===== src/rtl/vts_pkg.sv =====
`timescale 1ns / 1ps
// Shared types and constants of the volume trilinear sampler.
// Depends on nothing; every other file imports it.
package vts_pkg;

    localparam int FRAC_BITS   = 8;
    localparam int MAX_DIM     = 64;
    localparam int IDX_W       = 6;
    localparam int EXT_W       = 7;
    localparam int VAL_W       = 16;
    localparam int WGT_W       = FRAC_BITS + 1;
    localparam int BANK_AW     = 3 * (IDX_W - 1);
    localparam int BANK_DEPTH  = 1 << BANK_AW;
    localparam int NUM_BANKS   = 8;
    localparam int ACC_W       = VAL_W + 3 * FRAC_BITS + 1;
    localparam int QUEUE_DEPTH = 4;
    localparam int QUEUE_AW    = 2;
    localparam int OUT_DEPTH   = 16;
    localparam int OUT_AW      = 4;

    localparam logic [WGT_W-1:0] ONE_WGT = WGT_W'(1 << FRAC_BITS);

    typedef enum logic [1:0] {
        OP_WRITE     = 2'd0,
        OP_NEAREST   = 2'd1,
        OP_TRILINEAR = 2'd2,
        OP_NONE      = 2'd3
    } op_t;

    typedef enum logic [1:0] {
        CFG_EXTENT_X = 2'd0,
        CFG_EXTENT_Y = 2'd1,
        CFG_EXTENT_Z = 2'd2,
        CFG_OUTSIDE  = 2'd3
    } cfg_idx_t;

    typedef struct packed {
        logic                 is_write;
        logic                 outside;
        logic [IDX_W-1:0]     ix;
        logic [IDX_W-1:0]     iy;
        logic [IDX_W-1:0]     iz;
        logic [FRAC_BITS-1:0] fx;
        logic [FRAC_BITS-1:0] fy;
        logic [FRAC_BITS-1:0] fz;
        logic [VAL_W-1:0]     value;
    } cmd_t;

    typedef struct packed {
        logic                 outside;
        logic [IDX_W-1:0]     idx;
        logic [FRAC_BITS-1:0] frac;
    } axis_t;

    typedef struct packed {
        logic             valid;
        logic             outside;
        logic [VAL_W-1:0] value;
    } tag_t;

endpackage


===== src/rtl/vts_queue.sv =====
`timescale 1ns / 1ps
// Short command queue between the front end and the back end.
// Depends on vts_pkg for the command type and depth.
module vts_queue
(
    input  logic          clk,
    input  logic          rst_n,
    input  logic          wr_en,
    input  vts_pkg::cmd_t wr_data,
    output logic          full,
    input  logic          rd_en,
    output vts_pkg::cmd_t rd_data,
    output logic          empty
);
    import vts_pkg::*;

    cmd_t                slot_reg [QUEUE_DEPTH];
    logic [QUEUE_AW-1:0] wptr_reg, rptr_reg;
    logic [QUEUE_AW:0]   count_reg;

    assign full    = (count_reg == (QUEUE_AW+1)'(QUEUE_DEPTH));
    assign empty   = (count_reg == '0);
    assign rd_data = slot_reg[rptr_reg];

    always_ff @(posedge clk)
    begin
        if (wr_en)
            slot_reg[wptr_reg] <= wr_data;
    end

    always_ff @(posedge clk or negedge rst_n)
    begin
        if (!rst_n)
        begin
            wptr_reg  <= '0;
            rptr_reg  <= '0;
            count_reg <= '0;
        end
        else
        begin
            if (wr_en)
                wptr_reg <= wptr_reg + 1'b1;
            if (rd_en)
                rptr_reg <= rptr_reg + 1'b1;
            count_reg <= count_reg + (QUEUE_AW+1)'(wr_en) - (QUEUE_AW+1)'(rd_en);
        end
    end

endmodule


===== config.mk =====
export PLATFORM = sky130hd
export DESIGN_NAME = vts_queue
export DESIGN_NICKNAME = d
export VERILOG_FILES = /design/src/rtl/vts_pkg.sv /design/src/rtl/vts_queue.sv
export SDC_FILE = /design/constraint.sdc
export NUM_CORES = 1
export LEC_CHECK = 0
export BUFFER_PORTS_ARGS = -buffer_cell sky130_fd_sc_hd__buf_2
export CORE_MARGIN = 1.5
export CORE_UTILIZATION = 30
export DETAILED_ROUTE_END_ITERATION = 10
export GPL_TIMING_DRIVEN = 1
export HOLD_SLACK_MARGIN = 0.06
export SLEW_MARGIN = 40
export SYNTH_ARGS = -nofsm -noshare
export SYNTH_HDL_FRONTEND = slang
export SYNTH_SLANG_ARGS = --single-unit

===== constraint.sdc =====
create_clock -name clk -period 2.5 [get_ports clk]
set_clock_uncertainty 0.05 [all_clocks]
set_input_delay 0.75 -clock clk [delete_from_list [all_inputs] [get_ports clk]]
set_output_delay 0.75 -clock clk [all_outputs]
set_load 0.01 [all_outputs]

**Word-level counts from Yosys, hierarchy flattened**

Memories as Yosys holds them, arrays and structs flattened.
Cells that the tools add are included.

- Word-level logic and storage cells: 12
- Input bits: 64
- Bits in writable memories: 240
- Flip-flop bits (word level): 7
- Memory bits (read-only): 0
- Memories kept: 1
- Latch bits: 0
- Output and inout bits: 62

- Reduce and logical (&&, ||, !) cells: 1
- Add/subtract/negate cells: 4
- Shift-type cells: 0
- Bitwise gates (word level): 0
- Multiply operators: 0
- Multiplexer cells: 2
- Equality and inequality tests: 1
- Div/mod/pow operators: 0
- Magnitude comparators: 0

Memories:

| memory | words | bits a word | read ports | clocked after Yosys merged registers in | wr ports | line | source |
|---|---|---|---|---|---|---|---|
| slot_reg | 4 | 60 | 1 | 0 | 1 | vts_queue.sv:17 | `cmd_t slot_reg [QUEUE_DEPTH];` |

Operator list:

| cell | number |
|---|---|
| adder 2 x 1 -> 2 bit, second input constant | 2 |
| adder 3 x 1 -> 3 bit | 1 |
| == test 3 bit, second input constant | 1 |
| zero test 3 bit | 1 |
| subtractor 3 x 1 -> 3 bit | 1 |
| 2-to-1 mux 1 bit | 2 |

**Longest topological paths before layout**

Gate-level depths: netlist of run 1.

- Word-level depth: 2
- Gate-level depth with buffers: 6

**Least setup slack after synthesis of run 1**

No wires, ideal clock.

- Path type: input to register
- Start point: in wr_en
- End point: mem slot_reg[0][0] in the netlist's numbering (enable)
- Setup slack: -0.141 ns
- Arrival: 2.167 ns
- Cell stages on the path: 1
- Path buffers: 0
- Data required time: 2.026 ns
- Cell sequence: and2_1

- Word-level cells in the longest chain between the ends: 2

RTL lines:

| element | line | source |
|---|---|---|
| start, declared | vts_queue.sv:8 | `input logic wr_en,` |
| 2-to-1 mux 1 bit | vts_queue.sv:27 | `if (wr_en)` |
| 2-to-1 mux 1 bit (implied by the code) | vts_queue.sv:28 | `slot_reg[wptr_reg] <= wr_data;` |
| end, declared | vts_queue.sv:17 |  |

No other way between the ends.

==> impl_metrics.yaml, run 1 <==
run_status:
  status: "finished with violations"
  violations: "negative setup slack"
floorplanning:
  row_count: 63
  start_util_pct: 30.6
  io_pins: 126
  die_h_microns: 177
  chipWidth_microns: 177
  dieArea_sq_um: 31400
  core-area_sq_um: 29800
clock_network:
  cts.path.max_buffers: 3
  clkLatencyLatePin_ps: 520
  clkSinkCount: 247
  cts_tree: "built"
  cts_root_buf: "clkbuf_16"
  numCtsBuffers: 27
  clk_pin_slew_ps: 60
  htreeDepth: 1
detailed_routing:
  drc: 0
  first_iter_violations: 177
  routedWlPerCell_microns: 20.3
  wirelength_microns: 18900
  drtAntennaViolNets: 0
  routed_via_density: 4.53
  vias: 4204
  first_pass_iters: 4
critical_path:
  critPathLaunchType: "flop"
  crit_path_end_kind: "primary output"
  max_stage_delay_ps: 520
  slowest_stage: "mux4_2"
  cp.arrival_ps: 1950
  worstPathMaxFanout: 8
  crit_family: "multiplexers"
  critPathMostFrequentCell: "buf_6"
  r2r_slack_ps: 850
  crit_path_cell_trace: "buf_6, buf_16, mux4_2, buf_6"
  crit_type: "flop to primary output"
  crit_buf_inv: 3
  crit_required_ps: 1700
grt:
  antenna_found_initial: 3
  grt_pass1_wl_microns: 28000
  overflow: 0
  grt_start_max_net_pins: 35
  grt_pass1_vias: 4675
  track_usage_pct: 12.1
hold_path:
  min_path_type: "primary input to flop"
layout:
  design_area_sq_um: 11800
  layout-drive-gt1-share_pct: 48.0
  largest_register_ffs: 240
  layout.nets: 588
  fillers: 2672
  synthToLayoutAreaGrowth_pct: 29.6
timing:
  hold_violations: 0
  worstMarginPinSlew_ps: 328
  clock.fmax_mhz: 363
  fin_crit_ps: 2750
  drv_slew: 0
  finalSetupTns_ps: -13650
  slew-limit-headroom_pct: 78.1
  rsz0062_at_grt: "yes"
  min_period_over_period_pct: 110
  finalWorstSetupSlack_ps: -252
  setup_viol: 60
synthesis:
  syn-cell-area_sq_um: 9120
  syn_avg_cell_area_sq_um: 26.2
  ys_ff_latch: 247
  synth_cell_types: 18
  synthesis.nets: 419
  ys.warnings.count: 0
  syn_inst: 348
  yosysSeqAreaShare_pct: 81.0
pwr:
  p_leak_nw: 4.08
  p_per_area_nw_per_um2: 1250
  irDropWorstVdd_mv: 0.606
placed_design:
  hpwl_microns: 11100
  io_buffers: 125
  gp_congestion: 0.662
  placed_area_sq_um: 10400
flow_run:
  maxCapViolations: 0
Yosys cell counts, drive strengths merged:
master / count / area [sq um]
and2: 4 / 25.0
and3: 1 / 6.26
buf: 13 / 161
clkbuf: 1 / 3.75
dfrtp: 7 / 175
edfxtp: 240 / 7210
fa: 1 / 20.0
ha: 6 / 75.1
inv: 6 / 22.5
mux4: 60 / 1360
nand2: 2 / 7.51
nor3: 1 / 5.00
o21ai: 1 / 5.00
xnor2: 2 / 17.5
xor2: 3 / 26.3
cells in the final DEF, fill, tap and decap left out:
cell type	synthesis	routed
nand2_1	2	2
bufinv_16	0	5
edfxtp_1	240	240
dlygate4sd3_1	0	1
nor3_1	1	1
clkbuf_16	0	27
buf_12	6	14
buf_2	6	77
o21ai_0	1	1
clkinv_2	0	3
clkbuf_1	1	5
buf_4	0	7
xor2_1	3	3
xnor2_1	2	2
fa_1	1	1
inv_6	0	1
clkinv_1	0	5
ha_1	6	6
clkinvlp_4	0	2
inv_1	6	6
and3_1	1	1
and2_4	0	4
mux4_2	58	60
buf_6	1	49
buf_16	0	6
diode_2	0	2
clkinv_8	0	1
dfrtp_1	7	5
dfrtp_4	0	2
kinds of logic after synthesis:
kind of cell	count (synthesis)	synth area share, %
simple gates	8	0.480
xor+xnor	5	0.480
fa+ha+maj	7	1.04
flops	247	81.0
compound gates	1	0.0548
mux	60	14.9
buf+inv	20	2.06
area by class of cell:
class                      count  area, sq um  share of cell area, %
clock buffer                  32          694                   5.88
sequential                   247         7390                   62.5
clock inverter                17          224                   1.90
inverter                       6         22.5                  0.191
multi-input combinational     81         1550                   13.1
timing repair buffer         154         1450                   12.2
tap                          390          488                   4.13
antenna                        2         5.00                 0.0424
layer usage:
| layer | GRT usage [%] | up-vias | part of all wire (%) |
|---|---|---|---|
| met5 | 0 | - | 0 |
| met4 | 3.50 | 0 | 2.4 |
| met3 | 2.93 | 27 | 5.5 |
| met2 | 21.2 | 120 | 51 |
| met1 | 14.8 | 2232 | 41 |
| li1 | - | 1825 | - |
stage by stage:
stage	util, %	hold slack (ps)	power, W	worst slack, ps	cells
after floorplan	-	404	0.00821	499	348
after global placement	34.8	454	0.00961	202	864
after detailed placement	34.8	486	0.00976	180	864
after CTS	39.3	359	0.0148	-335	926
after global routing	39.7	361	0.0155	-323	928
final	39.7	388	0.0148	-252	929
final timing paths:
kind	start	end	cells after the start
max	rptr_reg[0]	rd_data[54]	4
min	wr_data[31]	slot_reg[2][31]	1
max reg2reg	wptr_reg[1]	slot_reg[1][23]	4
min reg2reg	wptr_reg[0]	wptr_reg[0]	1
max in group asynchronous	rst_n	rptr_reg[1]	2
min in group asynchronous	rst_n	count_reg[0]	2
worst reg2reg max path, stage by stage (launching register included):
cell and delay, ps:
dfrtp_1 400, inv_1 100, ha_1 160, and2_4 350, buf_12 270
report_power, final:
group	switching (W)	internal [W]	leakage, nW	total [W]
Combinational	0.00230	0.00280	1.35	0.00509
Clock	0.00155	0.00250	0.441	0.00405
Sequential	0.000226	0.00543	2.28	0.00565
Total	0.00407	0.0107	4.08	0.0148
repair_timing:
item                       4_1_cts  5_1_grt
hold endpoints to repair         7        0
hold buffers                     1        0
setup endpoints to repair       60       60
buffers inserted                 6        4
gates cloned                     6        0
gates resized for setup         42       24
No activity file was read; power rests on OpenSTA's default activity.
==> inputs of run 2 (changes only) <==
--- a/config.mk
+++ b/config.mk
@@ -7,10 +7,11 @@
 export LEC_CHECK = 0
 export BUFFER_PORTS_ARGS = -buffer_cell sky130_fd_sc_hd__buf_2
 export CORE_MARGIN = 1.5
-export CORE_UTILIZATION = 30
+export CORE_UTILIZATION = 51
 export DETAILED_ROUTE_END_ITERATION = 10
 export GPL_TIMING_DRIVEN = 1
 export HOLD_SLACK_MARGIN = 0.06
+export PLACE_DENSITY = 0.75
 export SLEW_MARGIN = 40
 export SYNTH_ARGS = -nofsm -noshare
 export SYNTH_HDL_FRONTEND = slang
==> run 2 against run 1 <==
  * The flow still finishes with violations (negative setup slack)
  * Maximum frequency about the same
  * Hold slack improved by 0.51 ps
  * Routed wire length fell by 15%
  * Global-route usage rose by 5.7 points
  * Sequential power hardly changed
  * Die area decreased by 41%
  * Non-clock buffer count decreased by 10
  * Power decreased by 8.6%
  * Final cell count decreased by 19%
  * Register-to-register slack barely moved
  * Sequential cell count did not move
  * Design area is 5.1% lower
  * Highest routed layer is now met5
==> impl_metrics.yaml, run 2 (synthesis gave the netlist of run 1 again) <==
layout:
  largest_register_ffs: 240
  layout-drive-gt1-share_pct: 46.0
  fillers: 1151
  synthToLayoutAreaGrowth_pct: 23.0
  mostFrequentLayoutCells: "edfxtp_1, buf_2, mux4_2"
  final_common_cell: "edfxtp_1"
  layout.nets: 576
timing:
  slew-limit-headroom_pct: 76.9
  setup_viol: 60
  worstMarginPinSlew_ps: 346
  finalSetupTns_ps: -12110
  min_period_over_period_pct: 110
  clock.fmax_mhz: 363
  drv_slew: 0
  hold_violations: 0
  rsz0062_at_grt: "yes"
  fin_crit_ps: 2750
  finalWorstSetupSlack_ps: -252
grt:
  overflow: 0
  grt_start_max_net_pins: 39
  grt_pass1_wl_microns: 24300
  track_usage_pct: 17.7
  antenna_found_initial: 2
  grt_pass1_vias: 4435
hold_path:
  min_path_type: "primary input to flop"
  min_from: "wr_data[47]"
  whs_path_depth: 1
  hold_end: "slot_reg[0][47]"
clock_network:
  clkSinkCount: 247
  cts_tree: "built"
  htreeDepth: 1
  numCtsBuffers: 25
  cts.path.max_buffers: 3
  cts_root_buf: "clkbuf_16"
  clk_pin_slew_ps: 60
  clkLatencyLatePin_ps: 510
floorplanning:
  row_count: 48
  dieArea_sq_um: 18700
  chipWidth_microns: 137
  die_h_microns: 137
  start_util_pct: 52.5
  io_pins: 126
  core-area_sq_um: 17400
detailed_routing:
  drc: 0
  first_pass_iters: 4
  top_layer: "met5"
  wl_met2_microns: 8000
  first_iter_violations: 210
  drtAntennaViolNets: 0
  wl_met3_microns: 1050
  wirelength_microns: 16100
  routed_via_density: 5.47
  routedWlPerCell_microns: 21.5
  wl_met1_microns: 6680
  vias: 4092
flow_run:
  maxCapViolations: 0
critical_path:
  worstPathMaxFanout: 6
  crit_required_ps: 1700
  crit_path_end_kind: "primary output"
  critPathLaunchType: "flop"
  worst_r2r_endpoint: "slot_reg[0][11]"
  max_stage_delay_ps: 520
  crit_path_cell_trace: "buf_12, buf_16, mux4_2, buf_6"
  slowest_stage: "mux4_2"
  r2r_slack_ps: 840
  r2r_cells: 4
  crit_type: "flop to primary output"
  reg2reg_from: "wptr_reg[0]"
  cp.arrival_ps: 1950
run_status:
  status: "finished with violations"
  violations: "negative setup slack"
placed_design:
  gp_congestion: 0.688
  io_buffers: 125
  hpwl_microns: 9660
  dp_slack_ps: 225
pwr:
  p_per_area_nw_per_um2: 1210
  irDropWorstVdd_mv: 0.751
  p_leak_nw: 3.90
## run 2: where the power goes
group / switching, W / internal [W]
Combinational: 0.00210 / 0.00246
Clock: 0.00140 / 0.00193
Sequential: 0.000215 / 0.00542
Total: 0.00372 / 0.00981
## run 2: area by class of cell
cell class	count	area [sq um]	area share, %
inverters	6	22.5	0.201
flip-flops and latches	247	7390	65.9
well taps	225	282	2.51
clock inverters	13	88.8	0.792
clock buffers	31	648	5.78
repair buffers	144	1230	11.0
diodes	1	2.50	0.0223
multi-input cells	81	1550	13.8
## run 2: per-layer routing
| metal | track usage, % | up-vias |
|---|---|---|
| met5 | 0 | - |
| li1 | - | 1805 |
| met4 | 4.61 | 2 |
| met3 | 4.81 | 28 |
| met1 | 23.5 | 2128 |
| met2 | 29.4 | 129 |
## run 2: how the worst max path moves through the flow
stage / from / endpoint / slack, ps / cells after the start
floorplan: wr_en / slot_reg[1][0] / 500 / 1
global placement: rptr_reg[0] / rd_data[0] / 230 / 3
detailed placement: rptr_reg[0] / rd_data[8] / 220 / 3
CTS: rptr_reg[0] / rd_data[51] / -270 / 4
global route: rptr_reg[0] / rd_data[45] / -320 / 4
finish: rptr_reg[0] / rd_data[51] / -250 / 4
## run 2: what timing repair did
action,4_1_cts,5_1_grt
hold endpoints to repair,7,0
setup buffers,2,0
hold buffers,1,0
gates cloned,2,0
pin swaps,0,0
resized for setup,25,23
endpoints found under the setup margin,60,60
## run 2: metrics by stage
step / hold WS [ps] / cells / util (%) / instance area [sq um] / power (W)
5_1_grt: 381 / 747 / 64.6 / 11200 / 0.0142
2_1_floorplan: 404 / 348 / - / 9120 / 0.00821
3_5_place_dp: 479 / 698 / 58.4 / 10100 / 0.00960
3_3_place_gp: 455 / 698 / 58.4 / 10100 / 0.00951
4_1_cts: 380 / 747 / 63.8 / 11100 / 0.0134
6_report: 389 / 748 / 64.6 / 11200 / 0.0135
## run 2: worst max-delay path: cells and delay by family (launching register included)
family | cells | cell delay [ps]
buffers and inverters | 3 | 420
flip-flops | 1 | 510
multiplexers | 1 | 520
==> inputs of run 3 (changes only) <==
--- a/config.mk
+++ b/config.mk
@@ -11,7 +11,7 @@
 export DETAILED_ROUTE_END_ITERATION = 10
 export GPL_TIMING_DRIVEN = 1
 export HOLD_SLACK_MARGIN = 0.06
-export PLACE_DENSITY = 0.75
+export PLACE_DENSITY_LB_ADDON = 0.15
 export SLEW_MARGIN = 40
 export SYNTH_ARGS = -nofsm -noshare
 export SYNTH_HDL_FRONTEND = slang
==> run 3 against run 2 <==
  * The flow still finishes with violations (negative setup slack)
  * Critical endpoint is now rd_data[8]
  * Setup slack lost 4.3 ps
  * First-iteration DRC count shrank 6.7%
  * Highest routed layer is now met4
  * Sequential power is essentially flat
  * Global-route usage shrank 0.12 points
  * Non-clock buffer count grew 5
  * Routed wire length grew 0.27%
  * Critical path depth is the same
  * Sequential cell count is the same
==> impl_metrics.yaml, run 3 (synthesis gave the netlist of run 1 again) <==
floorplanning:
  row_count: 48
  core-area_sq_um: 17400
  io_pins: 126
  dieArea_sq_um: 18700
  die_h_microns: 137
  start_util_pct: 52.5
  chipWidth_microns: 137
placed_design:
  hpwl_microns: 9690
  dp.cells: 701
  gp_congestion: 0.729
  placed_area_sq_um: 10200
  io_buffers: 125
critical_path:
  r2r_cells: 4
  r2r_slack_ps: 840
  crit_path_end_kind: "primary output"
  worstPathMaxFanout: 10
  critPathLaunchType: "flop"
  reg2reg_from: "wptr_reg[0]"
  cp.arrival_ps: 1960
  crit_type: "flop to primary output"
  worst_r2r_endpoint: "slot_reg[0][25]"
  crit_required_ps: 1700
layout:
  layout-drive-gt1-share_pct: 47.0
  fillers: 1155
  largest_register_ffs: 240
  mostFrequentLayoutCells: "edfxtp_1, buf_2, mux4_2"
  instances_no_fill: 751
  finish.utilization_pct: 64.8
  design_area_sq_um: 11200
  final_common_cell: "edfxtp_1"
  layout.nets: 581
  synthToLayoutAreaGrowth_pct: 23.4
detailed_routing:
  top_layer: "met4"
  drtAntennaViolNets: 0
  first_iter_violations: 196
  drc: 0
  routedWlPerCell_microns: 21.5
  wirelength_microns: 16100
  wl_met1_microns: 6700
  routed_via_density: 5.43
  vias: 4079
  wl_met2_microns: 8120
  first_pass_iters: 4
  wl_met3_microns: 1020
timing:
  finalWorstSetupSlack_ps: -256
  setup_viol: 60
  rsz0062_at_grt: "yes"
  finalSetupTns_ps: -13390
  fin_crit_ps: 2760
  worstMarginPinSlew_ps: 346
  drv_slew: 0
  clock.fmax_mhz: 363
  min_period_over_period_pct: 110
  hold_violations: 0
  slew-limit-headroom_pct: 76.9
grt:
  overflow: 0
  track_usage_pct: 17.6
  grt_pass1_vias: 4356
  grt_start_max_net_pins: 38
  antenna_found_initial: 0
  grt_pass1_wl_microns: 24300
clock_network:
  numCtsBuffers: 25
  clkLatencyLatePin_ps: 510
  htreeDepth: 1
  clkSinkCount: 247
  cts_tree: "built"
  cts_root_buf: "clkbuf_16"
  clk_pin_slew_ps: 60
  cts.path.max_buffers: 3
pwr:
  irDropWorstVdd_mv: 0.941
  p_per_area_nw_per_um2: 1210
  p_leak_nw: 3.93
  power.total_w: 0.0136
hold_path:
  min_path_type: "primary input to flop"
  whs_path_depth: 1
  hold_end: "slot_reg[0][51]"
  min_from: "wr_data[51]"
run_status:
  violations: "negative setup slack"
  status: "finished with violations"
flow_run:
  maxCapViolations: 0
[run 3: changes by cell type in the layout (fill, tap and decap cells not counted)]
cell / change
clkbuf_16: +2
bufinv_16: +1
clkinv_4: -1
dfrtp_2: -1
clkinv_2: +1
dfrtp_4: +1
clkinv_1: -4
buf_2: +13
inv_6: +1
buf_6: -11
buf_12: +1
[run 3: layer usage]
| metal | GRT usage (%) | vias up |
|---|---|---|
| met2 | 30.2 | 110 |
| met4 | 4.08 | 0 |
| met1 | 22.7 | 2127 |
| met3 | 4.74 | 23 |
| met5 | 0 | - |
| li1 | - | 1819 |
[run 3: how the worst max path moves through the flow]
| stage | start | to | slack [ps] | cells past startpoint |
|---|---|---|---|---|
| after CTS | rptr_reg[0] | rd_data[58] | -290 | 4 |
| final | rptr_reg[0] | rd_data[8] | -260 | 4 |
| after global routing | rptr_reg[0] | rd_data[19] | -330 | 4 |
| after detailed placement | rptr_reg[0] | rd_data[0] | 200 | 3 |
| after global placement | rptr_reg[0] | rd_data[56] | 210 | 3 |
| after floorplan | wr_en | slot_reg[1][0] | 500 | 1 |
[run 3: power by group]
group	internal [W]	total, W	switching, W
Combinational	0.00243	0.00453	0.00210
Sequential	0.00543	0.00564	0.000214
Clock	0.00204	0.00346	0.00142
Total	0.00990	0.0136	0.00374
[run 3: final cells by class]
| cell class | instances | area (sq um) | share of cell area (%) |
|---|---|---|---|
| clock inverter | 11 | 109 | 0.968 |
| clock buffer | 31 | 648 | 5.76 |
| antenna | 1 | 2.50 | 0.0222 |
| multi-input combinational | 81 | 1550 | 13.8 |
| timing repair buffer | 149 | 1240 | 11.1 |
| tap | 225 | 282 | 2.50 |
| sequential | 247 | 7390 | 65.7 |
| inverter | 6 | 22.5 | 0.200 |
[run 3: critical path: stages, from the launching register on]
cell     delay, ps
dfrtp_4        430
buf_12         160
buf_12         160
mux4_2         530
buf_6          140
[run 3: stage by stage]
stage / hold slack, ps / setup WS [ps]
floorplan: 404 / 499
global placement: 463 / 213
detailed placement: 481 / 196
CTS: 369 / -292
global route: 375 / -327
finish: 394 / -256
[run 3: repair_timing]
action,4_1_cts,5_1_grt
hold endpoints to repair,7,0
setup endpoints to repair,60,60
hold buffers,1,0
gates resized for setup,16,23
pin swaps,0,0
setup buffers,4,0
gates cloned,0,2
