--- config.mk ---
export PLATFORM = sky130hd
export DESIGN_NAME = vts_front
export DESIGN_NICKNAME = d
export VERILOG_FILES = /design/src/rtl/vts_pkg.sv /design/src/rtl/vts_front.sv
export SDC_FILE = /design/constraint.sdc
export NUM_CORES = 1
export LEC_CHECK = 0
export CAP_MARGIN = 20
export CORE_MARGIN = 1
export CORE_UTILIZATION = 65
export DETAILED_ROUTE_END_ITERATION = 7
export DONT_BUFFER_PORTS = 1
export GPL_TIMING_DRIVEN = 0
export PLACE_DENSITY_LB_ADDON = 0.2
export SYNTH_ARGS = -nofsm -noshare
export SYNTH_HDL_FRONTEND = slang
export SYNTH_SLANG_ARGS = --single-unit
--- constraint.sdc ---
create_clock -name clk -period 4 [get_ports clk]
set_input_delay 0.8 -clock clk [delete_from_list [all_inputs] [get_ports clk]]
set_output_delay 0.8 -clock clk [all_outputs]
set_load 0.005 [all_outputs]
--- src/rtl/vts_pkg.sv ---
`timescale 1ns / 1ps
// Shared types and constants of the volume trilinear sampler.
// Depends on nothing; every other file imports it.
package vts_pkg;

    localparam int FRAC_BITS   = 8;
    localparam int MAX_DIM     = 64;
    localparam int IDX_W       = 6;
    localparam int EXT_W       = 7;
    localparam int VAL_W       = 16;
    localparam int WGT_W       = FRAC_BITS + 1;
    localparam int BANK_AW     = 3 * (IDX_W - 1);
    localparam int BANK_DEPTH  = 1 << BANK_AW;
    localparam int NUM_BANKS   = 8;
    localparam int ACC_W       = VAL_W + 3 * FRAC_BITS + 1;
    localparam int QUEUE_DEPTH = 4;
    localparam int QUEUE_AW    = 2;
    localparam int OUT_DEPTH   = 16;
    localparam int OUT_AW      = 4;

    localparam logic [WGT_W-1:0] ONE_WGT = WGT_W'(1 << FRAC_BITS);

    typedef enum logic [1:0] {
        OP_WRITE     = 2'd0,
        OP_NEAREST   = 2'd1,
        OP_TRILINEAR = 2'd2,
        OP_NONE      = 2'd3
    } op_t;

    typedef enum logic [1:0] {
        CFG_EXTENT_X = 2'd0,
        CFG_EXTENT_Y = 2'd1,
        CFG_EXTENT_Z = 2'd2,
        CFG_OUTSIDE  = 2'd3
    } cfg_idx_t;

    typedef struct packed {
        logic                 is_write;
        logic                 outside;
        logic [IDX_W-1:0]     ix;
        logic [IDX_W-1:0]     iy;
        logic [IDX_W-1:0]     iz;
        logic [FRAC_BITS-1:0] fx;
        logic [FRAC_BITS-1:0] fy;
        logic [FRAC_BITS-1:0] fz;
        logic [VAL_W-1:0]     value;
    } cmd_t;

    typedef struct packed {
        logic                 outside;
        logic [IDX_W-1:0]     idx;
        logic [FRAC_BITS-1:0] frac;
    } axis_t;

    typedef struct packed {
        logic             valid;
        logic             outside;
        logic [VAL_W-1:0] value;
    } tag_t;

endpackage

--- src/rtl/vts_front.sv ---
`timescale 1ns / 1ps
// Front end: configuration registers and classification of accepted items.
// Depends on vts_pkg; feeds vts_queue.
module vts_front
(
    input  logic                         clk,
    input  logic                         rst_n,
    input  logic                         cfg_valid,
    input  logic [1:0]                   cfg_index,
    input  logic [15:0]                  cfg_data,
    input  logic                         push,
    input  logic                         q_full,
    input  logic [1:0]                   opcode,
    input  logic signed [15:0]           point_x,
    input  logic signed [15:0]           point_y,
    input  logic signed [15:0]           point_z,
    input  logic [vts_pkg::IDX_W-1:0]    voxel_x,
    input  logic [vts_pkg::IDX_W-1:0]    voxel_y,
    input  logic [vts_pkg::IDX_W-1:0]    voxel_z,
    input  logic signed [15:0]           voxel_value,
    output logic                         q_push,
    output vts_pkg::cmd_t                q_data
);
    import vts_pkg::*;

    logic [EXT_W-1:0] ext_x_reg, ext_y_reg, ext_z_reg;
    logic [VAL_W-1:0] outside_reg;
    axis_t            ax, ay, az;
    logic             nearest;

    function automatic logic [EXT_W-1:0] eff_ext(input logic [EXT_W-1:0] e);
        logic [EXT_W-1:0] r;
        r = e;
        if (e == '0)
            r = EXT_W'(1);
        else if (e > EXT_W'(MAX_DIM))
            r = EXT_W'(MAX_DIM);
        return r;
    endfunction

    function automatic axis_t axis_calc(input logic [15:0] p, input logic [EXT_W-1:0] e,
                                        input logic near);
        logic signed [17:0] ps;
        logic signed [17:0] lim;
        logic signed [17:0] hi;
        logic signed [17:0] rnd;
        axis_t              a;
        ps  = $signed({{2{p[15]}}, p});
        lim = $signed({3'b000, e, 8'h00}) - 18'sd128;
        hi  = $signed({3'b000, e - EXT_W'(1), 8'h00});
        rnd = ps + 18'sd128;
        a.outside = (ps < -18'sd128) || (ps >= lim);
        a.idx     = '0;
        a.frac    = '0;
        if (near) begin
            a.idx = rnd[13:8];
        end
        else if (!p[15]) begin
            a.idx  = p[13:8];
            a.frac = (ps > hi) ? '0 : p[7:0];
        end
        return a;
    endfunction

    always_ff @(posedge clk or negedge rst_n)
    begin
        if (!rst_n)
        begin
            ext_x_reg   <= EXT_W'(MAX_DIM);
            ext_y_reg   <= EXT_W'(MAX_DIM);
            ext_z_reg   <= EXT_W'(MAX_DIM);
            outside_reg <= '0;
        end
        else if (cfg_valid)
        begin
            case (cfg_idx_t'(cfg_index))
                CFG_EXTENT_X: ext_x_reg   <= cfg_data[EXT_W-1:0];
                CFG_EXTENT_Y: ext_y_reg   <= cfg_data[EXT_W-1:0];
                CFG_EXTENT_Z: ext_z_reg   <= cfg_data[EXT_W-1:0];
                CFG_OUTSIDE:  outside_reg <= cfg_data;
                default:      outside_reg <= outside_reg;
            endcase
        end
    end

    assign nearest = (op_t'(opcode) == OP_NEAREST);
    assign ax = axis_calc(point_x, eff_ext(ext_x_reg), nearest);
    assign ay = axis_calc(point_y, eff_ext(ext_y_reg), nearest);
    assign az = axis_calc(point_z, eff_ext(ext_z_reg), nearest);

    always_comb
    begin
        q_push = push && !q_full && (op_t'(opcode) != OP_NONE);
        q_data.is_write = (op_t'(opcode) == OP_WRITE);
        q_data.outside  = 1'b0;
        q_data.ix       = voxel_x;
        q_data.iy       = voxel_y;
        q_data.iz       = voxel_z;
        q_data.fx       = '0;
        q_data.fy       = '0;
        q_data.fz       = '0;
        q_data.value    = voxel_value;
        if (op_t'(opcode) != OP_WRITE)
        begin
            q_data.outside = ax.outside || ay.outside || az.outside;
            q_data.ix      = ax.idx;
            q_data.iy      = ay.idx;
            q_data.iz      = az.idx;
            q_data.fx      = ax.frac;
            q_data.fy      = ay.frac;
            q_data.fz      = az.frac;
            q_data.value   = outside_reg;
        end
    end

endmodule

# Word-level counts from Yosys, hierarchy flattened
# Cells that the tools add are included.
# W data, S select, Z words.
[op_classes]
n_addsub = 9
magnitude_cmp = 12
eq_ne = 5
mux = 19
n_reduce_logical = 18
[op_table]
columns = ["op", "n"]
rows = [
  ["$mux W59", 1],
  ["$ge A16 B16 Y1", 3],
  ["$gt A16 B16 Y1", 3],
  ["$lt A16 B8 Y1 const B", 3],
  ["$mux W8", 6],
  ["$sub A15 B8 Y16 const B", 3],
  ["$add A14 B9 Y14 const B", 3],
  ["$mux W14", 3],
  ["$mux W7", 6],
  ["$gt A7 B7 Y1 const B", 3],
  ["$logic_not A7 Y1", 3],
  ["$sub A7 B1 Y7 const B", 3],
  ["$mux W6", 3],
  ["$reduce_and A2 Y1", 4],
  ["$logic_or A1 B1 Y1", 5],
  ["$eq A2 B1 Y1 const B", 2],
  ["$eq A2 B2 Y1 const B", 2],
  ["$logic_not A2 Y1", 2],
  ["$logic_and A1 B1 Y1", 2],
  ["$ne A2 B2 Y1 const B", 1],
  ["$reduce_bool A2 Y1", 1],
  ["$logic_not A1 Y1", 1],
]
[totals]
register_bits = 37
input_bits = 107
out_inout_bits = 61

# Depth between registers and ports, before layout
# Gate-level depths: netlist of run 1.
[depth]
word_depth = 9
mapped_depth = 14
ltp_nobuf = 14

# Worst setup path after synthesis of run 1
# No wires, ideal clock.
[synth_timing]
path_type = "register to output"
startpoint = "reg ext_z_reg[2]"
endpoint = "out q_data[16] in the netlist's numbering"
t_arrival_ps = 2820
required_time_ps = 3200
path_slack_ps = 380
stages_incl_launch_ff = 13
cell_sequence = "dfrtp_1 or3_1 nor3_1 o21ai_1 ha_1 inv_2 or3_1 a31oi_1 ha_1 nand3_1 or4_4 o32ai_4 and2_1"
[synth_rtl]
columns = ["item", "line", "source"]
rows = [
  ["start: declaration", "vts_front.sv:26", "logic [EXT_W-1:0] ext_x_reg, ext_y_reg, ext_z_reg;"],
  ["start signal: assignment", "vts_front.sv:71", "ext_z_reg <= EXT_W'(MAX_DIM);"],
  ["start signal: assignment", "vts_front.sv:79", "CFG_EXTENT_Z: ext_z_reg <= cfg_data[EXT_W-1:0];"],
  ["end: declaration", "vts_front.sv:22", "output vts_pkg::cmd_t q_data"],
]

==> results of run 1 <==
## cells in the final DEF, fill, tap and decap left out, types with 3 or more instances in the layout
master,count
dfstp_2,3
nor4_1,4
buf_1,3
ha_1,30
nand3b_1,5
xnor2_1,5
dfrtp_1,34
conb_1,3
mux2i_1,3
nand2b_1,4
nand3_1,12
nand2_1,37
a22oi_1,4
o21ai_1,32
clkbuf_8,6
a21oi_1,27
nor3_1,13
a31oi_1,9
a211oi_1,7
clkbuf_1,10
nor2_1,29
a21o_1,6
buf_4,7
mux2_1,52
nand4_1,5
and3_1,11
nor2b_1,17
or2_1,3
or3_1,6
inv_1,12
and2_1,5
## worst max path at each step
stage	startpoint	to	cells after the start
final	ext_z_reg[2]	q_data[58]	13
after CTS	ext_y_reg[2]	q_data[58]	13
after detailed placement	ext_z_reg[2]	q_data[21]	12
after floorplan	ext_z_reg[2]	q_data[16]	12
after global routing	ext_z_reg[3]	q_data[58]	13
after global placement	ext_z_reg[2]	q_data[58]	13
## stage by stage
| step | setup slack, ns | area (um^2) | cells | util |
|---|---|---|---|---|
| 2_1_floorplan | 0.380 | 3620 | 428 | - |
| 3_3_place_gp | 0.123 | 3710 | 498 | 0.708 |
| 3_5_place_dp | 0.103 | 3710 | 498 | 0.708 |
| 4_1_cts | 0.0208 | 3880 | 512 | 0.741 |
| 5_1_grt | -0.108 | 3930 | 513 | 0.750 |
| 6_report | 0.0430 | 3930 | 513 | 0.750 |
## area by class of cell
| class | count | area [um^2] | share of cell area |
|---|---|---|---|
| Buffer | 11 | 41.3 | 0.0105 |
| Sequential cell | 37 | 930 | 0.237 |
| Inverter | 15 | 56.3 | 0.0143 |
| Tap cell | 70 | 87.6 | 0.0223 |
| Timing Repair Buffer | 7 | 52.6 | 0.0134 |
| Clock buffer | 8 | 90.1 | 0.0229 |
| Multi-Input combinational cell | 365 | 2670 | 0.680 |
## logic make-up after synthesis
| logic type | synth area share |
|---|---|
| and+or+nand+nor | 0.250 |
| xor gates and xnor gates | 0.0121 |
| other | 0.00104 |
| adders and majority gates | 0.114 |
| buffers and inverters | 0.0270 |
| AOI/OAI and AO/OA | 0.168 |
| muxes | 0.170 |
| DFF | 0.257 |
## power breakdown
part           switching, mW  internal, mW
Clock                  0.122         0.140
Sequential            0.0625         0.450
Combinational          0.305         0.279
Total                  0.489         0.869
## timing repair
item	CTS	global route
buffers inserted	6	1
pin swaps	9	7
resized for setup	10	9
hold buffers	0	0
setup endpoints to repair	15	22
## metal layers
| metal | share of wire | vias up |
|---|---|---|
| li1 | - | 1613 |
| met1 | 0.41 | 1601 |
| met2 | 0.49 | 165 |
| met3 | 0.074 | 24 |
| met4 | 0.022 | 0 |
| met5 | 0 | - |
==> impl_metrics.py, run 1 <==
metrics = {
    "drt": {
        "wl_mm": 9.16,
        "antenna_left": 0,
        "drtPass1Iterations": 4,
        "drt_first_iter_violations": 140,
        "via_per_inst": 6.63,
        "remaining_drc_errors": 0,
        "num_vias": 3403,
        "wl_per_cell_um": 17.9,
    },
    "setup_path": {
        "worstPathMaxFanout": 4,
        "cp_common_cell": "a31oi_1",
        "arrival_ns": 3.16,
        "reg2reg_from": "ext_z_reg[2]",
        "cp_num_buf_inv": 1,
        "reg2reg_slack_ns": 3.06,
        "cpLargestDelayFamily": "simple AND/OR/NAND/NOR gates",
        "path_cells": "or3_4 > nor3_4 > o21ai_2 > ha_2 > inv_2 > or3_1 > a31oi_1 > ha_1 > nand3_2 > or4_4 > o2bb2ai_1 > a2111oi_2 > a31oi_1",
        "cp-start-kind": "flop",
        "reg2regPathDepth": 2,
        "cp_slowest_cell": "or4_4",
        "slowest_delay_ns": 0.45,
        "critPathKind": "reg -> out",
        "reg2reg_to": "ext_z_reg[2]",
        "cp.required_ns": 3.20,
        "cp-end-kind": "primary output",
    },
    "flow_run": {
        "maxCapViolCount": 0,
    },
    "clock_tree": {
        "path_clk_slew_ns": 0.07,
        "numCtsBuffers": 5,
        "clock_tree.root_cell": "clkbuf_8",
        "cts_sinks": 37,
        "h-tree-depth": 2,
        "tritoncts": "yes",
        "clockBufferDepth": 2,
        "clkLatencyLatePin_ns": 0.28,
    },
    "logic_synthesis": {
        "yosys-top-cells-count": "mux2_1, nand2_1, dfrtp_1",
        "syn_inst": 426,
        "yosys.area.top_type": "dfrtp_1",
        "async_flop_share": 1.00,
        "yosysWarnings": 0,
        "ys_seq_elements": 37,
        "ys_seq_area_frac": 0.257,
        "ys_top_cells_by_area": "dfrtp_1, mux2_1, ha_1",
        "synth_edf_count": 0,
        "ys.flop_type": "dfrtp_1",
        "synth_area_mm2": 0.00361,
        "syn_avg_cell_area_um2": 8.48,
        "yosysUniqueCellTypes": 51,
        "synth_top_area_frac": 0.236,
        "synth_most_common_cell": "mux2_1",
    },
    "grt": {
        "overflow": 0,
        "grt_pass1_wl_mm": 14.6,
        "grt_use_met1": 0.373,
        "busiest_layer": "met2",
        "antenna_found_initial": 0,
        "grt_max_degree": 38,
        "grt_pass1_vias": 3108,
        "grt_util_all_layers": 0.309,
        "met2_usage": 0.550,
        "use_met3": 0.0695,
    },
    "die": {
        "die_y_um": 76.5,
        "die_area_mm2": 0.00586,
        "dieWidth_um": 76.5,
        "num_io_pins": 168,
        "core_mm2": 0.00524,
        "initial_utilization": 0.690,
        "rows": 26,
    },
    "cells_and_area": {
        "area_growth_syn_to_layout_pct": 8.73,
        "post_route_cells_drive_above_1_share": 0.0835,
        "diodes": 0,
        "fin_nets": 582,
        "largest_reg_flops": 16,
        "fillers": 400,
    },
    "sta": {
        "holdWs_ns": 0.200,
        "rsz0062_at_grt": "yes",
        "slew_viol_final": 0,
        "fin_crit_ns": 3.96,
        "fin_tns_setup_ns": 0,
        "relSlewSlack": 0.563,
        "max_freq_mhz": 253,
        "worstMarginPinSlew_ns": 0.656,
        "skew_ns": 0,
        "post-route-period-util": 0.989,
        "final-hold-violation-count": 0,
        "setup_viol": 0,
    },
    "power": {
        "vdd_drop_max_mv": 0.358,
        "power.density_mw_per_mm2": 346,
        "p_leak_nw": 1.62,
        "power_mw": 1.36,
    },
    "placed_design": {
        "post-dp-hpwl_mm": 7.23,
        "place.port_buffers": 0,
        "finalWeightedCongestion": 0.870,
    },
    "hold_path": {
        "hp-class": "in -> async",
    },
    "run_status": {
        "status": "complete, no violations",
    },
}
Power figures use the tool's default switching activity.
==> run 2: changes to the inputs <==
--- a/config.mk
+++ b/config.mk
@@ -5,12 +5,11 @@
 export SDC_FILE = /design/constraint.sdc
 export NUM_CORES = 1
 export LEC_CHECK = 0
-export CAP_MARGIN = 20
+export BUFFER_PORTS_ARGS = -buffer_cell sky130_fd_sc_hd__buf_2
+export CAP_MARGIN = 40
 export CORE_MARGIN = 1
-export CORE_UTILIZATION = 65
+export CORE_UTILIZATION = 48
 export DETAILED_ROUTE_END_ITERATION = 7
-export DONT_BUFFER_PORTS = 1
-export GPL_TIMING_DRIVEN = 0
 export PLACE_DENSITY_LB_ADDON = 0.2
 export SYNTH_ARGS = -nofsm -noshare
 export SYNTH_HDL_FRONTEND = slang
==> run 2 against run 1 <==
The run now ends with negative setup slack left. Final cell count rose by 37%. Sequential power barely moved. Non-clock buffer count up 162. Largest power group unchanged.
==> impl_metrics.py, run 2 (same netlist as run 1, synthesis figures left out) <==
metrics = {
    "sta": {
        "slew_viol_final": 0,
        "final-hold-violation-count": 0,
        "max_freq_mhz": 247,
        "skew_ns": 0,
        "fin_crit_ns": 4.04,
        "relSlewSlack": 0.463,
        "setup_viol": 1,
        "post-route-period-util": 1.01,
        "finalWorstSetupSlack_ns": -0.0422,
        "rsz0062_at_grt": "yes",
        "worstMarginPinSlew_ns": 0.804,
    },
    "cells_and_area": {
        "largest_reg_flops": 16,
        "fin_area_mm2": 0.00487,
        "diodes": 0,
        "area_growth_syn_to_layout_pct": 34.7,
        "final_cell_mix": "buf_2, mux2_1, nand2_1",
        "fillers": 616,
        "mostFrequentLayoutCell": "buf_2",
        "fin_nets": 744,
        "post_route_cells_drive_above_1_share": 0.366,
    },
    "clock_tree": {
        "clockBufferDepth": 2,
        "clkLatencyLatePin_ns": 0.28,
        "h-tree-depth": 2,
        "path_clk_slew_ns": 0.07,
        "numCtsBuffers": 5,
        "cts_sinks": 37,
        "tritoncts": "yes",
        "clock_tree.root_cell": "clkbuf_8",
    },
    "grt": {
        "overflow": 0,
        "grt_max_degree": 38,
        "grt_pass1_vias": 3302,
        "grt_pass1_wl_mm": 14.8,
        "grt_util_all_layers": 0.236,
        "antenna_found_initial": 0,
    },
    "drt": {
        "drt_first_iter_violations": 122,
        "wl_per_cell_um": 14.1,
        "via_per_inst": 5.50,
        "antenna_left": 0,
        "wl_met2_mm": 4.83,
        "m1WireLength_mm": 4.39,
        "drtPass1Iterations": 4,
        "remaining_drc_errors": 0,
        "wl_met3_um": 566,
        "num_vias": 3866,
        "routed.top_layer": "met4",
        "wl_mm": 9.92,
    },
    "run_status": {
        "status": "finished with violations",
        "violations": "negative setup slack",
    },
    "setup_path": {
        "reg2reg_slack_ns": 3.08,
        "critPathLaunch": "ext_z_reg[2]",
        "reg2reg_from": "ext_z_reg[2]",
        "cp-start-kind": "flop",
        "reg2reg_to": "ext_z_reg[2]",
        "reg2regPathDepth": 2,
        "path_cells": "or3_4 > nor3_4 > o21ai_2 > ha_1 > or4b_4 > or4_4 > o2bb2ai_2 > a2111oi_2 > a31oi_1 > buf_2",
        "cp.depth": 10,
        "arrival_ns": 3.24,
        "cp_num_buf_inv": 1,
        "cp_slowest_cell": "or4_4",
        "cp-endpoint": "q_data[58]",
        "cpLargestDelayFamily": "simple AND/OR/NAND/NOR gates",
        "slowest_delay_ns": 0.52,
        "worstPathMaxFanout": 3,
        "critPathKind": "reg -> out",
        "cp.required_ns": 3.20,
        "cp-end-kind": "primary output",
    },
    "die": {
        "initial_utilization": 0.498,
        "core_mm2": 0.00725,
        "die_y_um": 88.8,
        "num_io_pins": 168,
        "rows": 31,
        "die_area_mm2": 0.00788,
        "dieWidth_um": 88.8,
    },
    "power": {
        "power.density_mw_per_mm2": 313,
        "p_leak_nw": 2.36,
        "power_mw": 1.52,
        "vdd_drop_max_mv": 0.337,
    },
    "placed_design": {
        "placed_area_mm2": 0.00457,
        "place.port_buffers": 167,
        "finalWeightedCongestion": 0.869,
        "post-dp-hpwl_mm": 7.88,
        "pre_cts_ws_ns": 0.0741,
    },
    "flow_run": {
        "maxCapViolCount": 0,
    },
    "hold_path": {
        "min_from": "outside_reg[3]",
        "hp-class": "reg -> reg",
        "min_path_cells": 1,
    },
}
## run 2: cell count changes in the layout (fill, tap and decap cells not counted), moves of 2 or more
cell and change:
nor2_2 +2, a21oi_1 -2, and2_4 -2, o21ai_1 -2, and2_1 +2, nor2b_4 +2, clkbuf_1 -9, buf_4 +6
o21ai_2 +2, buf_2 +167, nor2_1 -2, buf_1 -3
## run 2: metal layers
layer / vias to the layer above / track usage
met2: 138 / 0.418
met4: 0 / 0.0528
met3: 13 / 0.0299
met5: - / 0
met1: 1785 / 0.307
li1: 1930 / -
## run 2: what timing repair did
action                     4_1_cts  5_1_grt
setup endpoints to repair       15       22
gates cloned                     0        0
hold buffers                     0        0
buffers inserted                 5        4
pin swaps                       11       17
resized for setup               10       22
## run 2: worst min-delay path by stage
| stage | endpoint | slack (ns) |
|---|---|---|
| global route | outside_reg[4] | 0.52 |
| floorplan | outside_reg[10] | 0.46 |
| CTS | outside_reg[7] | 0.49 |
| finish | outside_reg[3] | 0.49 |
| global placement | outside_reg[14] | 0.47 |
| detailed placement | outside_reg[8] | 0.48 |
## run 2: worst register-to-register path, delay by kind of cell, from the launching register on
kind                   cells  cell delay [ns]
muxes                      1             0.28
buffers and inverters      1             0.14
DFF                        1             0.38
## run 2: final cells by class
class | instances | area [um^2] | share of cell area
sequential | 37 | 931 | 0.191
timing repair buffer | 180 | 933 | 0.192
tap | 99 | 124 | 0.0255
inverter | 15 | 56.3 | 0.0116
multi-input combinational | 365 | 2740 | 0.562
clock buffer | 7 | 86.3 | 0.0177
## run 2: power breakdown
group	leakage, nW	internal, mW	total, mW	switching (mW)
clock	0.0443	0.136	0.254	0.118
sequential	0.433	0.450	0.514	0.0641
combinational	1.88	0.376	0.755	0.378
total	2.36	0.963	1.52	0.560
## run 2: metrics by stage
step,hold slack (ns),TNS (ns),utilization,std cells
after global placement,0.467,0,0.630,687
after CTS,0.495,-0.510,0.653,699
after floorplan,0.457,0,-,428
final,0.493,-0.0422,0.671,703
after detailed placement,0.478,0,0.630,687
after global routing,0.521,-2.03,0.671,703
==> run 3: changes to the inputs <==
--- a/config.mk
+++ b/config.mk
@@ -5,10 +5,12 @@
 export SDC_FILE = /design/constraint.sdc
 export NUM_CORES = 1
 export LEC_CHECK = 0
+export ABC_AREA = 1
 export BUFFER_PORTS_ARGS = -buffer_cell sky130_fd_sc_hd__buf_2
 export CAP_MARGIN = 40
 export CORE_MARGIN = 1
-export CORE_UTILIZATION = 48
+export CORE_UTILIZATION = 50
+export CTS_CLUSTER_DIAMETER = 80
 export DETAILED_ROUTE_END_ITERATION = 7
 export PLACE_DENSITY_LB_ADDON = 0.2
 export SYNTH_ARGS = -nofsm -noshare
==> run 3 against run 2 <==
Clock-buffer cell count is 1 lower. Via count up 22%. Critical endpoint unchanged. Largest power group unchanged. Register-to-register slack better by 0.03 ns. Routed wire length is 11% higher. Non-clock buffer count shrank 11. The run now ends clean.
==> impl_metrics.py, run 3 <==
metrics = {
    "clock_tree": {
        "numCtsBuffers": 5,
        "cts_sinks": 37,
        "h-tree-depth": 2,
        "clockBufferDepth": 2,
        "path_clk_slew_ns": 0.08,
        "clock_tree.root_cell": "clkbuf_8",
        "tritoncts": "yes",
        "clkLatencyLatePin_ns": 0.29,
    },
    "cells_and_area": {
        "fin_nets": 954,
        "area_growth_syn_to_layout_pct": 26.6,
        "largest_reg_flops": 16,
        "final_cell_mix": "nand2_1, buf_2, inv_1",
        "seq_area_um2": 930,
        "fillers": 728,
        "multi_input_area_mm2": 0.00267,
        "mostFrequentLayoutCell": "nand2_1",
        "diodes": 0,
        "post_route_cells_drive_above_1_share": 0.260,
    },
    "setup_path": {
        "worstPathMaxFanout": 6,
        "cpLargestDelayFamily": "simple AND/OR/NAND/NOR gates",
        "reg2regPathDepth": 3,
        "critPathKind": "reg -> out",
        "arrival_ns": 3.01,
        "cp_common_cell": "nand2_1",
        "cp_num_buf_inv": 4,
        "reg2reg_to": "ext_x_reg[6]",
        "cp.required_ns": 3.20,
        "cp_slowest_cell": "dfstp_2",
        "cp-start-kind": "flop",
        "cp-end-kind": "primary output",
        "reg2reg_slack_ns": 3.11,
        "slowest_delay_ns": 0.53,
        "path_cells": "inv_1 > nand2_1 > nor2_1 > inv_1 > nand2_2 > inv_2 > ha_1 > o211ai_1 > o22a_1 > ha_1 > nand2_1 > nor2_1 > nand3_1 > nand3_1 > nand2_1 > nand2_1 > nor2_1 > a21oi_1 > buf_2",
        "reg2reg_from": "ext_x_reg[6]",
    },
    "logic_synthesis": {
        "synth_edf_count": 0,
        "yosysWarnings": 0,
        "yosys-top-cells-count": "nand2_1, inv_1, o21ai_0",
        "synth_top_area_frac": 0.212,
        "ys.flop_type": "dfrtp_1",
        "synth_most_common_cell": "nand2_1",
        "synth_area_mm2": 0.00402,
        "ys_seq_elements": 37,
        "syn_avg_cell_area_um2": 6.20,
        "ys_seq_area_frac": 0.232,
        "async_flop_share": 1.00,
        "yosysUniqueCellTypes": 42,
        "ys_top_cells_by_area": "dfrtp_1, nand2_1, ha_1",
        "syn_inst": 648,
        "yosys.area.top_type": "dfrtp_1",
    },
    "run_status": {
        "status": "complete, no violations",
    },
    "drt": {
        "drt_first_iter_violations": 165,
        "wl_per_cell_um": 12.0,
        "drtPass1Iterations": 5,
        "num_vias": 4712,
        "wl_mm": 11.0,
        "via_per_inst": 5.14,
        "antenna_left": 0,
        "remaining_drc_errors": 0,
    },
    "die": {
        "initial_utilization": 0.520,
        "rows": 32,
        "core_mm2": 0.00773,
        "num_io_pins": 168,
        "die_area_mm2": 0.00839,
        "dieWidth_um": 91.6,
        "die_y_um": 91.6,
    },
    "power": {
        "p_comb_frac": 0.525,
        "p_leak_nw": 3.09,
        "power.switching_mw": 0.674,
        "internal_power_mw": 0.931,
        "vdd_drop_max_mv": 0.277,
        "clkPwrFrac": 0.169,
        "sw_frac_of_total": 0.420,
        "power.density_mw_per_mm2": 316,
        "power_mw": 1.61,
        "pwr-share-seq": 0.306,
    },
    "sta": {
        "relSlewSlack": 0.442,
        "skew_ns": 0,
        "final-hold-violation-count": 0,
        "max_freq_mhz": 263,
        "setup_viol": 0,
        "fin_crit_ns": 3.81,
        "slew_viol_final": 0,
        "fin_tns_setup_ns": 0,
        "worstMarginPinSlew_ns": 0.835,
        "post-route-period-util": 0.952,
    },
    "placed_design": {
        "post-dp-hpwl_mm": 8.88,
        "place.port_buffers": 167,
        "finalWeightedCongestion": 0.897,
    },
    "grt": {
        "grt_util_all_layers": 0.262,
        "overflow": 0,
        "grt_max_degree": 43,
        "antenna_found_initial": 0,
        "grt_pass1_vias": 4237,
        "grt_pass1_wl_mm": 18.1,
    },
    "hold_path": {
        "worstHoldEndpoint": "outside_reg[6]",
        "min_path_cells": 2,
        "min_from": "outside_reg[6]",
        "hp-class": "reg -> reg",
    },
    "flow_run": {
        "maxCapViolCount": 0,
    },
}
run 3: cell count changes in the layout (fill, tap and decap cells not counted), sizes merged, moves of 11 or more:
cell	delta
a21oi	-19
buf	-11
inv	+95
mux2	-43
nand2	+175
nand3	+26
nor2	+25
nor2b	-18
o21ai	+34
run 3: layer usage:
metal  up-vias  routed length (um)  track usage
met5         -                   0            0
met4         0                 259        0.118
met3        22                 729       0.0348
met2       148                5170        0.454
li1       2409                   -            -
met1      2133                4830        0.323
run 3: final cells by class:
type | instances | share of cell area
tap | 102 | 0.0251
clock buffer | 6 | 0.0162
inverter | 109 | 0.0805
timing repair buffer | 169 | 0.167
multi-input combinational | 492 | 0.525
clock inverter | 2 | 0.00271
sequential | 37 | 0.183
run 3: worst max-delay path by stage:
stage,from,cells past startpoint,end
floorplan,ext_y_reg[6],12,q_data[24]
global placement,ext_y_reg[6],13,q_data[25]
detailed placement,ext_y_reg[6],13,q_data[25]
CTS,ext_x_reg[6],19,q_data[36]
global route,ext_x_reg[6],21,q_data[58]
finish,ext_x_reg[6],19,q_data[58]
run 3: tightest hold or removal path, stage by stage (launching register included):
cell,delay (ns)
dfrtp_1,0.35
nand2_1,0.05
o21ai_0,0.06
run 3: cells by family after synthesis:
family / count (synthesis) / synth area share
AOI/OAI and AO/OA: 98 / 0.140
xor gates and xnor gates: 12 / 0.0262
adders and majority gates: 33 / 0.103
buffers and inverters: 121 / 0.116
DFF: 37 / 0.232
muxes: 9 / 0.0252
other: 1 / 0.000934
and+or+nand+nor: 337 / 0.358
run 3: power by group through the flow:
stage	logic (mW)	clock network (mW)	registers, mW
3_3_place_gp	0.790	0	0.494
3_5_place_dp	0.820	0	0.498
4_1_cts	0.826	0.277	0.492
6_report	0.843	0.271	0.491
5_1_grt	0.965	0.294	0.501
2_1_floorplan	0.567	0	0.483
run 3: repair_timing:
action	4_1_cts	5_1_grt
setup buffers	0	1
pin swaps	0	0
hold buffers	0	0
hold endpoints to repair	0	0
setup endpoints to repair	13	25
gates resized for setup	2	9
run 3: per-stage QoR:
step	util	instances	instance area (um^2)	setup WS, ns	hold slack, ns
floorplan	-	650	4020	0.743	0.453
global placement	0.640	908	4940	0.346	0.469
detailed placement	0.640	908	4940	0.227	0.486
CTS	0.652	916	5040	0.0521	0.503
global route	0.658	917	5080	-0.0143	0.515
finish	0.658	917	5080	0.192	0.499
